<file path="config.mk">
export PLATFORM = sky130hd
export DESIGN_NAME = bsl_front
export DESIGN_NICKNAME = d
export VERILOG_FILES = /design/src/rtl/core/bsl_pkg.sv /design/src/rtl/core/bsl_front.sv
export SDC_FILE = /design/constraint.sdc
export NUM_CORES = 1
export LEC_CHECK = 0
export BUFFER_PORTS_ARGS = -buffer_cell sky130_fd_sc_hd__buf_2
export CORE_AREA = 2 2 87 89
export DETAILED_ROUTE_END_ITERATION = 10
export DIE_AREA = 0 0 89 91
export GPL_ROUTABILITY_DRIVEN = 0
export SYNTH_ARGS = -nofsm -noshare
export SYNTH_HDL_FRONTEND = slang
export SYNTH_SLANG_ARGS = --single-unit
</file>
<file path="constraint.sdc">
create_clock -name clk -period 1.8 [get_ports clk]
set_clock_uncertainty 0.15 [all_clocks]
set_input_delay 0.18 -clock clk [delete_from_list [all_inputs] [get_ports clk]]
set_output_delay 0.18 -clock clk [all_outputs]
set_load 0.1 [all_outputs]
</file>
<file path="src/rtl/core/bsl_pkg.sv">
// Shared types and constants of the breakpoint search and interpolation block.
package bsl_pkg;

    localparam int KEY_W  = 20;
    localparam int TIME_W = 48;
    localparam int CNT_W  = 9;
    localparam int IDX_W  = 8;

    localparam logic FUNC_WRITE = 1'b0;
    localparam logic FUNC_QUERY = 1'b1;

    localparam logic CFG_PREFILL = 1'b0;
    localparam logic CFG_DECODE  = 1'b1;

    localparam logic [1:0] ST_INTERP = 2'd0;
    localparam logic [1:0] ST_BELOW  = 2'd1;
    localparam logic [1:0] ST_EXTRAP = 2'd2;
    localparam logic [1:0] ST_SAT    = 2'd3;

    localparam logic [TIME_W-1:0] TIME_MAX = '1;

    typedef struct packed {
        logic              is_query;
        logic              sel;
        logic              wr_ok;
        logic [IDX_W-1:0]  idx;
        logic [KEY_W-1:0]  key;
        logic [TIME_W-1:0] tval;
        logic [KEY_W-1:0]  count;
        logic [CNT_W-1:0]  entries;
    } item_t;

endpackage

</file>
<file path="src/rtl/core/bsl_front.sv">
// Front part: configuration registers, command acceptance and classification.
module bsl_front
    import bsl_pkg::*;
#(
    parameter int TABLE_DEPTH = 256
) (
    input  logic              clk,
    input  logic              rst_n,
    input  logic              start,
    output logic              busy,
    input  logic              func,
    input  logic              table_select,
    input  logic [IDX_W-1:0]  entry_index,
    input  logic [KEY_W-1:0]  entry_key,
    input  logic [TIME_W-1:0] entry_time,
    input  logic [KEY_W-1:0]  query_count,
    input  logic              cfg_valid,
    output logic              cfg_ready,
    input  logic              cfg_index,
    input  logic [CNT_W-1:0]  cfg_data,
    input  logic              queue_full,
    output logic              push,
    output item_t             push_item
);

    logic [CNT_W-1:0] prefill_reg;
    logic [CNT_W-1:0] prefill_next;
    logic [CNT_W-1:0] decode_reg;
    logic [CNT_W-1:0] decode_next;
    logic [CNT_W-1:0] raw_cnt;
    logic [CNT_W-1:0] clamped_cnt;

    assign cfg_ready = 1'b1;
    assign busy      = queue_full;
    assign push      = start && !queue_full;

    always_comb
    begin
        prefill_next = prefill_reg;
        decode_next  = decode_reg;
        if (cfg_valid && cfg_ready)
        begin
            unique case (cfg_index)
                CFG_PREFILL: prefill_next = cfg_data;
                CFG_DECODE:  decode_next  = cfg_data;
                default:     prefill_next = prefill_reg;
            endcase
        end
    end

    always_comb
    begin
        raw_cnt = table_select ? decode_reg : prefill_reg;
        priority if (raw_cnt == '0)
        begin
            clamped_cnt = CNT_W'(1);
        end
        else if (32'(raw_cnt) > TABLE_DEPTH)
        begin
            clamped_cnt = CNT_W'(TABLE_DEPTH);
        end
        else
        begin
            clamped_cnt = raw_cnt;
        end
    end

    always_comb
    begin
        push_item.is_query = (func == FUNC_QUERY);
        push_item.sel      = table_select;
        push_item.wr_ok    = (32'(entry_index) < TABLE_DEPTH);
        push_item.idx      = entry_index;
        push_item.key      = entry_key;
        push_item.tval     = entry_time;
        push_item.count    = query_count;
        push_item.entries  = clamped_cnt;
    end

    always_ff @(posedge clk or negedge rst_n)
    begin
        if (!rst_n)
        begin
            prefill_reg <= CNT_W'(1);
            decode_reg  <= CNT_W'(1);
        end
        else
        begin
            prefill_reg <= prefill_next;
            decode_reg  <= decode_next;
        end
    end

endmodule

</file>
# ---- Word-level counts from Yosys, hierarchy flattened
# Cells that the tools add are included.
dict set report classes {
  n_shift 0
  n_bitwise 1
  eq_ne 0
  n_reduce_logical 5
  add_sub_neg 0
  multipliers 0
  div_mod_pow 0
  n_mux 3
  order_cmp 1
}
# cell count
set op_table {}
lappend op_table {{9-bit two-way mux} 3}
lappend op_table {{9-bit greater-than comparator (second input constant)} 1}
lappend op_table {{9-bit logical NOT} 1}
lappend op_table {{2-bit AND reduction} 2}
lappend op_table {{1-bit logical AND} 1}
lappend op_table {{1-bit logical NOT} 1}
lappend op_table {{1-bit inverter} 1}
dict set report totals {
  memories 0
  inputBits 113
  reg_bits 18
  mem_bits_ro 0
  latchBits 0
  output_inout_bits 111
  wordCells 12
  ramBits 0
}

# ---- Longest topological paths before layout
dict set report logic_depth {
  word_depth 4
  mapped_depth 3
}

# ---- Least setup slack after synthesis
# Ideal clock, no wire load.
dict set report synth_timing {
  path_kind {register to output}
  from {reg prefill_reg[4]}
  to {out push_item[0] (netlist bit)}
  arrival_ps 2116
  path_buffers 0
  path_stages_with_launch 4
  required_ps 1470
  path_slack_ps -646
  cell_sequence {dfrtp_1 > nor4_1 > nand2_1 > a221oi_2}
}
# item line
set synth_lines {}
lappend synth_lines {{start: declaration} bsl_front.sv:26} ;# logic [CNT_W-1:0] prefill_reg;
lappend synth_lines {{start signal: assignment} bsl_front.sv:89} ;# prefill_reg <= prefill_next;
lappend synth_lines {{end: declaration} bsl_front.sv:23} ;# output item_t push_item

==> flow_results.xml <==
<?xml version="1.0" encoding="UTF-8"?>
<metrics>
  <group name="timing">
    <metric name="final.period_utilization" unit="%">109</metric>
    <metric name="hold_slack" unit="ns">0.0153</metric>
    <metric name="setup_repair_after_global_routing_missed_its_margin" unit="">yes</metric>
    <metric name="setup_slack" unit="ns">-0.155</metric>
    <metric name="max_freq" unit="MHz">512</metric>
    <metric name="period_needed" unit="ns">1.95</metric>
    <metric name="timing.final.hold_violations" unit="">0</metric>
    <metric name="setup_viol" unit="">1</metric>
    <metric name="finalMaxSlewViolations" unit="">0</metric>
  </group>
  <group name="final_layout">
    <metric name="final_util" unit="%">19.1</metric>
    <metric name="n_antenna_cell" unit="">0</metric>
    <metric name="stdcell_area" unit="mm²">0.00136</metric>
    <metric name="drive_gt1_share" unit="%">67.3</metric>
    <metric name="multi_input_area" unit="µm²">435</metric>
    <metric name="final_net_count" unit="">212</metric>
    <metric name="area.sequential" unit="µm²">453</metric>
    <metric name="most_used_cells_in_the_layout_excluding_fill_and_tap_cells" unit="">mux2_2, buf_2, dfrtp_1</metric>
    <metric name="area_growth_syn_to_layout" unit="%">-15.5</metric>
    <metric name="fillers" unit="">800</metric>
  </group>
  <group name="clock_network">
    <metric name="clk_transition_reported_paths" unit="ns">0.07</metric>
    <metric name="cts.path.max_buffers" unit="">2</metric>
    <metric name="clock-root-buffer" unit="">clkbuf_8</metric>
    <metric name="cts_made_buffers" unit="">3</metric>
    <metric name="clk-insertion-delay-late" unit="ns">0.25</metric>
    <metric name="cts-htree-levels" unit="">1</metric>
    <metric name="cts_tree" unit="">yes</metric>
    <metric name="post_cts.repair.setup_buffers" unit="">0</metric>
    <metric name="clock-sinks" unit="">18</metric>
  </group>
  <group name="logic_synthesis">
    <metric name="synth_cells" unit="">166</metric>
    <metric name="ys_seq_area_share" unit="%">28.1</metric>
    <metric name="compound_gate_portion_of_the_synthesized_area" unit="%">1.24</metric>
    <metric name="synth-xor-area-share" unit="%">0</metric>
    <metric name="synth.cell_area" unit="mm²">0.00161</metric>
    <metric name="dominant_combinational_cell_family_by_area_after_synthesis" unit="">buffers and inverters</metric>
    <metric name="yosys.area_share.simple" unit="%">4.50</metric>
    <metric name="post_synth.cell_area_avg" unit="µm²">9.71</metric>
    <metric name="ys_ff_latch" unit="">18</metric>
    <metric name="synth.lib_cells_used.distinct" unit="">16</metric>
    <metric name="synth_fa_ha_area_share" unit="%">0</metric>
    <metric name="muxShareOfSynthArea" unit="%">17.9</metric>
    <metric name="synth.yosys.warnings" unit="">0</metric>
  </group>
  <group name="floorplanning">
    <metric name="chipHeight" unit="µm">91</metric>
    <metric name="die-area" unit="mm²">0.00810</metric>
    <metric name="chip_width" unit="µm">89</metric>
    <metric name="io-pin-count" unit="">224</metric>
    <metric name="starting_utilization_of_the_core_area" unit="%">22.6</metric>
    <metric name="rows" unit="">31</metric>
    <metric name="core_area" unit="mm²">0.00714</metric>
  </group>
  <group name="power_and_ir_drop">
    <metric name="static-leakage-power" unit="nW">0.565</metric>
    <metric name="ir_drop" unit="V">0.000480</metric>
    <metric name="powerDensity" unit="mW/mm²">1120</metric>
  </group>
  <group name="route">
    <metric name="avgRoutedWirePerCell" unit="µm">23.3</metric>
    <metric name="antenna_violating_nets_post_route" unit="">0</metric>
    <metric name="drt-total-wl" unit="µm">4590</metric>
    <metric name="route.detailed.drc" unit="">0</metric>
    <metric name="detailedRoute.firstIterationViolations" unit="">13</metric>
    <metric name="num_vias" unit="">743</metric>
    <metric name="via_per_inst" unit="">3.77</metric>
    <metric name="first_pass_iters" unit="">2</metric>
  </group>
  <group name="worst_setup_path">
    <metric name="cp_data_arrival_time" unit="ns">1.62</metric>
    <metric name="crit_slowest_cell" unit="">dfrtp_1</metric>
    <metric name="required" unit="ns">1.47</metric>
    <metric name="criticalPathCategory" unit="">register to primary output</metric>
    <metric name="timing.critical_path.max_delay_family" unit="">compound AO/OA/AOI/OAI gates</metric>
    <metric name="setup.worst_path.end_class" unit="">primary output</metric>
    <metric name="critical_path_cell_list" unit="">nor4_2, a21oi_2, a221oi_4, buf_12</metric>
    <metric name="cp_max_fo" unit="">3</metric>
    <metric name="cp_slowest_stage_delay" unit="ns">0.40</metric>
    <metric name="buffers_and_inverters_on_the_worst_path" unit="">1</metric>
    <metric name="cp-start-kind" unit="">register</metric>
  </group>
  <group name="global_route">
    <metric name="gr-total-overflow" unit="">0</metric>
    <metric name="antenna_found_initial" unit="">0</metric>
    <metric name="globalRouteTotalUtil" unit="%">10.4</metric>
    <metric name="grt_first_pass_wirelength" unit="µm">5840</metric>
    <metric name="vias_in_the_first_global_route" unit="">786</metric>
    <metric name="largest_net_degree_at_the_start_of_global_routing" unit="">19</metric>
  </group>
  <group name="hold_path">
    <metric name="type_of_the_most_critical_hold_path" unit="">input port to register</metric>
  </group>
  <group name="outcome">
    <metric name="status" unit="">finished, violations left</metric>
    <metric name="failed_checks" unit="">negative setup slack</metric>
  </group>
  <group name="flow_run">
    <metric name="drv_cap" unit="">0</metric>
  </group>
  <group name="placement">
    <metric name="postPlaceCellArea" unit="mm²">0.00128</metric>
    <metric name="port-buffer-count" unit="">27</metric>
    <metric name="detailedPlace.worstSlack" unit="ns">0.0684</metric>
    <metric name="post-dp-hpwl" unit="µm">3970</metric>
  </group>
</metrics>
-- where the power goes --
part | total, mW | switching, mW | internal, mW
registers | 0.517 | 0.0468 | 0.470
logic | 0.685 | 0.439 | 0.246
clock network | 0.331 | 0.136 | 0.195
total | 1.53 | 0.622 | 0.910
-- cell families after synthesis --
logic type / Yosys count
AND/OR/NAND/NOR: 16
AO/OA/AOI/OAI: 2
multiplexers: 26
other: 1
flip-flops: 18
buffers and inverters: 103
-- synthesized netlist by cell type --
library cell,number,area share [%]
nor2b_1,2,0.78
mux2i_1,7,4.3
mux2_4,1,0.93
a21oi_1,1,0.31
nor3_1,2,0.62
conb_1,1,0.23
nor2_1,8,1.9
dfstp_2,2,3.3
nor4_1,2,0.78
buf_2,1,0.31
buf_6,1,0.70
a221oi_2,1,0.93
dfrtp_1,16,25
nand2_1,2,0.47
mux2_2,18,13
buf_4,101,47
-- stage by stage --
stage,total power [mW],cells,setup TNS (ns)
global route,1.61,197,-0.231
finish,1.53,197,-0.155
CTS,1.55,197,-0.175
floorplan,2.00,167,-1.60
detailed placement,1.21,192,0
global placement,1.20,192,0
-- timing repair --
action | in CTS | in global routing
hold endpoints to repair | 16 | 0
setup endpoints to repair | 1 | 1
resized for setup | 2 | 1
hold buffers | 1 | 0
pin swaps | 1 | 1
-- area by class of cell --
cell class / count / area share (%)
Clock buffer: 4 / 4.04
Multi-Input combinational cell: 46 / 32.0
Sequential cell: 18 / 33.2
Tap cell: 99 / 9.09
Timing Repair Buffer: 30 / 21.7
-- metal layers --
layer,track usage [%],routed length [µm]
met5,4.20,38
met1,7.08,979
met4,5.97,221
met2,16.2,2140
met3,11.5,1210
-- worst paths after layout --
kind                                             from                    endpoint  slack (ns)  depth (start not counted)
setup / recovery            decode_reg[6]$_DFFE_PN0P_                push_item[0]       -0.15                          4
hold / removal                            cfg_data[8]   decode_reg[8]$_DFFE_PN0P_        0.02                          2
setup reg to reg           prefill_reg[4]$_DFFE_PN0P_  prefill_reg[4]$_DFFE_PN0P_        0.85                          1
hold reg to reg             decode_reg[8]$_DFFE_PN0P_   decode_reg[8]$_DFFE_PN0P_        0.37                          1
max in group asynchronous                       rst_n  prefill_reg[0]$_DFFE_PN1P_        0.94                          2
min in group asynchronous                       rst_n  prefill_reg[6]$_DFFE_PN0P_        0.24                          2
Power figures use the tool's default switching activity.
