**src/rtl/core/bsl_pkg.sv**
```systemverilog
// Shared types and constants of the breakpoint search and interpolation block.
package bsl_pkg;

    localparam int KEY_W  = 20;
    localparam int TIME_W = 48;
    localparam int CNT_W  = 9;
    localparam int IDX_W  = 8;

    localparam logic FUNC_WRITE = 1'b0;
    localparam logic FUNC_QUERY = 1'b1;

    localparam logic CFG_PREFILL = 1'b0;
    localparam logic CFG_DECODE  = 1'b1;

    localparam logic [1:0] ST_INTERP = 2'd0;
    localparam logic [1:0] ST_BELOW  = 2'd1;
    localparam logic [1:0] ST_EXTRAP = 2'd2;
    localparam logic [1:0] ST_SAT    = 2'd3;

    localparam logic [TIME_W-1:0] TIME_MAX = '1;

    typedef struct packed {
        logic              is_query;
        logic              sel;
        logic              wr_ok;
        logic [IDX_W-1:0]  idx;
        logic [KEY_W-1:0]  key;
        logic [TIME_W-1:0] tval;
        logic [KEY_W-1:0]  count;
        logic [CNT_W-1:0]  entries;
    } item_t;

endpackage

```
**src/rtl/core/bsl_queue.sv**
```systemverilog
// Two-beat queue between the front and back parts.
module bsl_queue
    import bsl_pkg::*;
(
    input  logic  clk,
    input  logic  rst_n,
    input  logic  push,
    input  item_t push_item,
    input  logic  pop,
    output item_t head,
    output logic  empty,
    output logic  full
);

    item_t       slot_reg [2];
    logic        wr_ptr_reg;
    logic        wr_ptr_next;
    logic        rd_ptr_reg;
    logic        rd_ptr_next;
    logic [1:0]  fill_reg;
    logic [1:0]  fill_next;

    assign head  = slot_reg[rd_ptr_reg];
    assign empty = (fill_reg == 2'd0);
    assign full  = (fill_reg == 2'd2);

    always_comb
    begin
        wr_ptr_next = push ? ~wr_ptr_reg : wr_ptr_reg;
        rd_ptr_next = pop ? ~rd_ptr_reg : rd_ptr_reg;
        fill_next   = fill_reg + 2'(push) - 2'(pop);
    end

    always_ff @(posedge clk or negedge rst_n)
    begin
        if (!rst_n)
        begin
            wr_ptr_reg <= 1'b0;
            rd_ptr_reg <= 1'b0;
            fill_reg   <= 2'd0;
        end
        else
        begin
            wr_ptr_reg <= wr_ptr_next;
            rd_ptr_reg <= rd_ptr_next;
            fill_reg   <= fill_next;
        end
    end

    always_ff @(posedge clk)
    begin
        if (push)
        begin
            slot_reg[wr_ptr_reg] <= push_item;
        end
    end

endmodule

```
**config.mk**
```make
export PLATFORM = sky130hd
export DESIGN_NAME = bsl_queue
export DESIGN_NICKNAME = d
export VERILOG_FILES = /design/src/rtl/core/bsl_pkg.sv /design/src/rtl/core/bsl_queue.sv
export SDC_FILE = /design/constraint.sdc
export NUM_CORES = 1
export LEC_CHECK = 0
export ABC_CLOCK_PERIOD_IN_PS = 8830
export BUFFER_PORTS_ARGS = -buffer_cell sky130_fd_sc_hd__buf_2
export CORE_MARGIN = 5
export CORE_UTILIZATION = 56
export CTS_CLUSTER_DIAMETER = 40
export DETAILED_ROUTE_END_ITERATION = 10
export PLACE_DENSITY = 0.94
export SYNTH_ARGS = -nofsm -noshare
export SYNTH_HDL_FRONTEND = slang
export SYNTH_SLANG_ARGS = --single-unit
```
**constraint.sdc**
```tcl
create_clock -name clk -period 8.83 [get_ports clk]
set_input_delay 1.3245 -clock clk [delete_from_list [all_inputs] [get_ports clk]]
set_output_delay 1.3245 -clock clk [all_outputs]
set_load 0.1 [all_outputs]
```
-- Word level (Yosys, flattened, before mapping)
Memories as Yosys holds them, arrays and structs flattened.
Index checks and enable logic that the tools add are counted.
- flip-flop bits (word level): 4
- bits in latches: 0
- bits in writable memories: 216
- bits in read-only memories: 0
- bits of input ports: 112
- output and inout bits: 110
- logic and storage cells: 12
- memories: 1
- memory list (memory ; depth ; bits a word ; rd ports ; clocked after Yosys merged registers in ; wr ports ; line ; text):
    slot_reg ; 2 ; 108 ; 1 ; 0 ; 1 ; bsl_queue.sv:15 ; item_t slot_reg [2];
- add/subtract/negate cells: 2
- $mul: 0
- divide/modulo/power cells: 0
- order comparisons: 0
- equality and inequality tests: 1
- shifts and indexed selects: 0
- mux-type cells: 2
- bitwise gates (word level): 2
- reduce and logical (&&, ||, !) cells: 1
- operators with widths (operator ; count):
    $add 2x1->2 ; 1
    $eq 2x2->1 const B ; 1
    $logic_not 2->1 ; 1
    $mux 1 ; 2
    $not 1->1 ; 2
    $sub 2x1->2 ; 1

-- Logic depth before layout (Yosys ltp)
Gate-level depths: netlist of run 1.
- depth after elaboration: 2
- depth in mapped cells: 5
- depth with buffers taken out: 5

-- Worst setup path after synthesis of run 1
Ideal clock, no wire load.
- kind: input to register
- start point: in push
- end point: mem slot_reg[0][0] in the netlist's numbering, enable pin
- setup time: 0.589 ns
- data arrival time: 6.018 ns
- data required time: 8.241 ns
- path slack: 2.223 ns
- cell stages on the path: 1
- buffers on the path: 0
- cell sequence: nor2b_1
- word-level cells in the longest chain between the ends: 2
- RTL lines (what ; line ; text):
    start: declaration ; bsl_queue.sv:7 ; input logic push,
    $mux 1 ; bsl_queue.sv:52 ; if (push)
    $mux 1 (not written as such) ; bsl_queue.sv:54 ; slot_reg[wr_ptr_reg] <= push_item;
    end: declaration ; bsl_queue.sv:15 ;
No other way between the ends.

==> results of run 1 <==
==> area by class of cell <==
type | instances | area [sq um]
Tap cell | 180 | 225
Inverter | 2 | 7.51
Clock inverter | 15 | 189
Clock buffer | 35 | 736
Sequential cell | 220 | 6590
Multi-Input combinational cell | 117 | 1350
Timing Repair Buffer | 225 | 1140
Fill cell | 810 | 3700
==> worst register-to-register path, cell delays in order, from the launching register on <==
cell and delay (ps):
dfrtp_1 420, and2_4 640, buf_4 750
==> how the worst max path moves through the flow <==
stage | from | endpoint | slack, ps
2_1_floorplan | push | slot_reg[0][0]$_DFFE_PP_ | 2220
3_3_place_gp | rd_ptr_reg$_DFFE_PN0P_ | head[101] | 5100
3_5_place_dp | rd_ptr_reg$_DFFE_PN0P_ | head[84] | 5060
4_1_cts | rd_ptr_reg$_DFFE_PN0P_ | head[84] | 4500
5_1_grt | rd_ptr_reg$_DFFE_PN0P_ | head[84] | 4410
6_report | rd_ptr_reg$_DFFE_PN0P_ | head[81] | 4570
==> per-stage QoR <==
step / utilization / hold slack (ps)
floorplan: - / 455
global placement: 0.668 / 528
detailed placement: 0.668 / 544
CTS: 0.735 / 551
global route: 0.735 / 594
finish: 0.735 / 556
==> synth_stat cells (all sizes together) <==
| cell type | n | area share |
|---|---|---|
| nor2b | 2 | 0.0016 |
| xor3 | 1 | 0.0030 |
| dfrtp | 4 | 0.012 |
| ha | 2 | 0.0031 |
| inv | 2 | 0.00094 |
| and2 | 1 | 0.00078 |
| nor2 | 1 | 0.00047 |
| buf | 12 | 0.0098 |
| mux2 | 108 | 0.16 |
| xor2 | 2 | 0.0022 |
| edfxtp | 216 | 0.81 |
==> routing by layer <==
| metal | part of all wire | GRT usage | up-vias | wire length [microns] |
|---|---|---|---|---|
| met4 | 0.023 | 0.0477 | 4 | 356 |
| met2 | 0.52 | 0.324 | 183 | 8190 |
| met1 | 0.37 | 0.218 | 2052 | 5780 |
| met5 | 0.0021 | 0 | - | 33 |
| met3 | 0.087 | 0.0585 | 36 | 1380 |
| li1 | - | - | 1891 | - |
==> cell families after synthesis <==
group         share of synthesized area
flops                             0.822
buf+inv                          0.0108
mux                               0.156
fa+ha+maj                       0.00312
xor+xnor                        0.00515
simple gates                    0.00281
==> impl_metrics.tcl, run 1 <==
set metrics [dict create \
    hold_start "wr_ptr_reg$_DFFE_PN0P_" \
    critPathMaxFanout 55 \
    cts_tree "yes" \
    setup_ws_ps 4570 \
    final_nets 707 \
    die_area_sq_mm 0.0168 \
    detail-route-antenna-nets 0 \
    wire_per_inst_microns 19.8 \
    period_needed_ps 4260 \
    synth.distinct_cells 13 \
    grt_overflow_total 0 \
    cts_setup_buffers 0 \
    path_class "reg2out" \
    slew_headroom 0.478 \
    drtIter0Drc 257 \
    die_width_microns 130 \
    coreArea_sq_mm 0.0139 \
    htreeDepth 1 \
    place_congestion 0.744 \
    clock_path_buffers 3 \
    endpoint_kind "primary output" \
    cts_made_buffers 27 \
    worstHoldPathCells 1 \
    cts_resized 0 \
    ys_warn_count 0 \
    maxCapViolations 0 \
    num_io_pins 222 \
    slowest_delay_ps 890 \
    max_freq_mhz 235 \
    whs_endpoint "wr_ptr_reg$_DFFE_PN0P_" \
    antenna_cells 0 \
    grt_usage 0.183 \
    fin_crit_sh 0.482 \
    status "completed" \
    final_common_cell "buf_2" \
    grt_max_degree 58 \
    place_area_sq_mm 0.00931 \
    r2r_start "wr_ptr_reg$_DFFE_PN0P_" \
    slew_viol_final 0 \
    required_ps 7510 \
    cp_cell_sequence "buf_4, mux2_2, buf_2" \
    ys_seq_area_frac 0.822 \
    portBuffers 221 \
    crit_cells 3 \
    worstReg2RegEnd "slot_reg[1][47]$_DFFE_PP_" \
    finalSetupTns_ps 0 \
    synthesis.nets 465 \
    cts.sinks 220 \
    cp.arrival_ps 2930 \
    holdBufCountCts 0 \
    wirelength_mm 15.7 \
    clk_pin_slew_ps 50 \
    antenna_found_initial 2 \
    grt_pass1_vias 4558 \
    start_kind "flip-flop" \
    layout_common_cells "221 x buf_2, 216 x edfxtp_1, 98 x mux2_2" \
    hold_path_class "reg2reg" \
    final_area_sq_mm 0.0102 \
    via_per_inst 5.25 \
    largest_reg_flops 216 \
    worst_pin_slew_ps 782 \
    fp.dieH_microns 130 \
    clk_latency_ps 510 \
    cpMaxStageDelayCell "dfrtp_4" \
    routed-via-count 4166 \
    layout-drive-gt1-share 0.621 \
    drc 0 \
    grt_pass1_wl_mm 23.7 \
    area_growth_pct 27.7 \
    cts_root_buf "clkbuf_16" \
    initial_utilization 0.575 \
    rsz0062_at_grt "false" \
    firstDrtPassIters 4 \
    hold_viol 0 \
    instances_no_fill 794 \
    r2r_slack_ps 6600 \
    cpLargestDelayFamily "buffers and inverters" \
    dp_hpwl_mm 10.5 \
    syn-cell-area_sq_mm 0.00802 \
    preCtsSetupSlack_ps 5060 \
    finClkSkew_ps 16.1 \
    ff2ff_path_depth 2 \
    dp_cells 744 \
    syn_avg_cell_area_sq_um 22.8 \
    setup_viol 0 \
    synth_seq_cells 220 \
    synth_cells 351 \
    path_buf_inv 2 \
    rows 43 \
]
Power of run 1 is left out: the tool's default activity adds up to more than one toggle a clock period on the data nets, which glitch-free logic cannot reach.
==> run 2: changes to the inputs <==
--- a/config.mk
+++ b/config.mk
@@ -5,13 +5,14 @@
 export SDC_FILE = /design/constraint.sdc
 export NUM_CORES = 1
 export LEC_CHECK = 0
-export ABC_CLOCK_PERIOD_IN_PS = 8830
+export ABC_AREA = 1
+export ABC_CLOCK_PERIOD_IN_PS = 3900
 export BUFFER_PORTS_ARGS = -buffer_cell sky130_fd_sc_hd__buf_2
 export CORE_MARGIN = 5
-export CORE_UTILIZATION = 56
+export CORE_UTILIZATION = 47
 export CTS_CLUSTER_DIAMETER = 40
 export DETAILED_ROUTE_END_ITERATION = 10
-export PLACE_DENSITY = 0.94
+export PLACE_DENSITY = 0.84
 export SYNTH_ARGS = -nofsm -noshare
 export SYNTH_HDL_FRONTEND = slang
 export SYNTH_SLANG_ARGS = --single-unit
==> constraint.sdc (replaced) <==
create_clock -name clk -period 3.9 [get_ports clk]
set_input_delay 0.585 -clock clk [delete_from_list [all_inputs] [get_ports clk]]
set_output_delay 0.585 -clock clk [all_outputs]
set_load 0.1 [all_outputs]
==> run 2 against run 1 <==
  * Worst setup slack worse by 3900 ps
  * Utilization shrank 13 points
  * Critical path depth rose by 1
  * Count of clock-buffer cells in the layout shrank 1
  * Final cell count is 34% higher
  * Sequential cell count stayed put
  * Non-clock buffer count up 3
  * Design area up 2.6%
  * Synthesized cell count grew 68%
  * Synthesized area rose by 4.0%
  * Global-route usage decreased by 2.8 points
  * Critical path type unchanged
  * Largest cell class unchanged
==> impl_metrics.tcl, run 2 <==
set metrics [dict create \
    cts_tree "yes" \
    ff2ff_path_depth 3 \
    final_area_sq_mm 0.0105 \
    maxCapViolations 0 \
    yosys.area.top_type "edfxtp_1" \
    grt_usage 0.155 \
    path_class "reg2out" \
    antenna_found_initial 2 \
    fp.dieH_microns 143 \
    synth_seq_cells 220 \
    finalSetupTns_ps 0 \
    whs_endpoint "slot_reg[0][17]$_DFFE_PP_" \
    clock_path_buffers 3 \
    htreeDepth 1 \
    yosys-top-cells-count "216 x edfxtp_1, 115 x inv_1, 114 x nand2_1, 72 x o21ai_0, 20 x o21ai_2" \
    final_common_cell "buf_2" \
    dp_hpwl_mm 10.9 \
    clk_latency_ps 500 \
    largest_reg_flops 216 \
    setup_viol 0 \
    synth.distinct_cells 16 \
    critPathMaxFanout 88 \
    cts_made_buffers 27 \
    yosysMostFrequentCell "edfxtp_1" \
    wirelength_mm 16.5 \
    portBuffers 221 \
    synth.area.top_cells "edfxtp_1 78%, inv_1 5.2%, nand2_1 5.1%" \
    max_freq_mhz 306 \
    ys_warn_count 0 \
    drc 0 \
    cts_resized 0 \
    num_io_pins 222 \
    ys.flop_type "edfxtp_1" \
    synth_cells 589 \
    place_congestion 0.791 \
    drtIter0Drc 225 \
    hold_start "push_item[17]" \
    die_area_sq_mm 0.0205 \
    cp.arrival_ps 2680 \
    hold_viol 0 \
    synthArstFlopShare 0.0182 \
    fin_crit_sh 0.838 \
    area_growth_pct 25.9 \
    rows 48 \
    synth_top_area_share 0.778 \
    worst_pin_slew_ps 859 \
    layout-drive-gt1-share 0.344 \
    synthesis.nets 703 \
    grt_pass1_wl_mm 25.2 \
    slew_viol_final 0 \
    place_area_sq_mm 0.00960 \
    antenna_cells 0 \
    start_kind "flip-flop" \
    slew_headroom 0.427 \
    worstReg2RegEnd "slot_reg[1][66]$_DFFE_PP_" \
    routed-via-count 5120 \
    period_needed_ps 3270 \
    grt_pass1_vias 5012 \
    syn_avg_cell_area_sq_um 14.2 \
    status "completed" \
    required_ps 3310 \
    die_width_microns 143 \
    via_per_inst 4.81 \
    detail-route-antenna-nets 0 \
    rsz0062_at_grt "false" \
    final_nets 936 \
    synth_edf_count 216 \
    ys_seq_area_frac 0.790 \
    r2r_slack_ps 2060 \
    cts_root_buf "clkbuf_16" \
    grt_overflow_total 0 \
    grt_max_degree 89 \
    coreArea_sq_mm 0.0174 \
    cts.sinks 220 \
    instances_no_fill 1064 \
    r2r_start "wr_ptr_reg$_DFFE_PN0P_" \
    finClkSkew_ps 7.50 \
    hold_path_class "in2reg" \
    worstHoldPathCells 1 \
    initial_utilization 0.480 \
    dp_cells 1017 \
    fillers 1308 \
    endpoint_kind "primary output" \
    clk_pin_slew_ps 60 \
    layout_common_cells "221 x buf_2, 216 x edfxtp_1, 114 x inv_1, 114 x nand2_1, 72 x o21ai_0" \
    firstDrtPassIters 5 \
    syn-cell-area_sq_mm 0.00834 \
    wire_per_inst_microns 15.5 \
]
run 2: per-layer routing:
| layer | global-route usage | up-vias | wire [microns] |
|---|---|---|---|
| met5 | 0 | - | 27 |
| met4 | 0.0440 | 4 | 257 |
| met3 | 0.0522 | 24 | 1770 |
| met2 | 0.269 | 221 | 8170 |
| met1 | 0.185 | 2411 | 6290 |
| li1 | - | 2460 | - |
run 2: how the worst max path moves through the flow:
stage	start	endpoint	slack [ps]	cells past startpoint
global route	rd_ptr_reg$_DFFE_PN0P_	head[32]	480	4
floorplan	push	slot_reg[0][0]$_DFFE_PP_	60	2
finish	rd_ptr_reg$_DFFE_PN0P_	head[29]	630	4
CTS	rd_ptr_reg$_DFFE_PN0P_	head[29]	600	4
global placement	rd_ptr_reg$_DFFE_PN0P_	head[33]	1290	4
detailed placement	rd_ptr_reg$_DFFE_PN0P_	head[32]	1200	4
run 2: final cells by class:
cell class	instances	area [sq um]	share of cell area
flip-flops and latches	220	6590	0.627
repair buffers	228	1200	0.114
multi-input cells	230	1110	0.106
clock buffers	34	702	0.0668
inverters	115	434	0.0413
well taps	225	282	0.0268
clock inverters	12	186	0.0178
run 2: critical path: stages, from the launching register on:
cell	delay, ps
dfrtp_4	990
buf_4	440
nand2_1	110
o21ai_0	120
buf_2	470
run 2: timing repair:
action,in CTS,in global routing
hold buffers,1,0
buffers inserted,0,0
hold endpoints to repair,4,0
setup endpoints to repair,0,0
run 2: metrics by stage:
step | setup WS, ps | utilization | hold slack [ps]
after floorplan | 56.4 | - | 289
after global placement | 1290 | 0.553 | 398
after detailed placement | 1200 | 0.553 | 397
after CTS | 599 | 0.605 | 242
after global routing | 476 | 0.605 | 237
final | 631 | 0.605 | 262
run 2: kinds of logic after synthesis:
logic type               synth area share
XOR/XNOR                          0.00210
flip-flops                          0.790
buffers and inverters              0.0780
adder cells (fa/ha/maj)           0.00300
AND/OR/NAND/NOR                    0.0533
AO/OA/AOI/OAI                      0.0738
Power of run 2 is left out for the same reason.
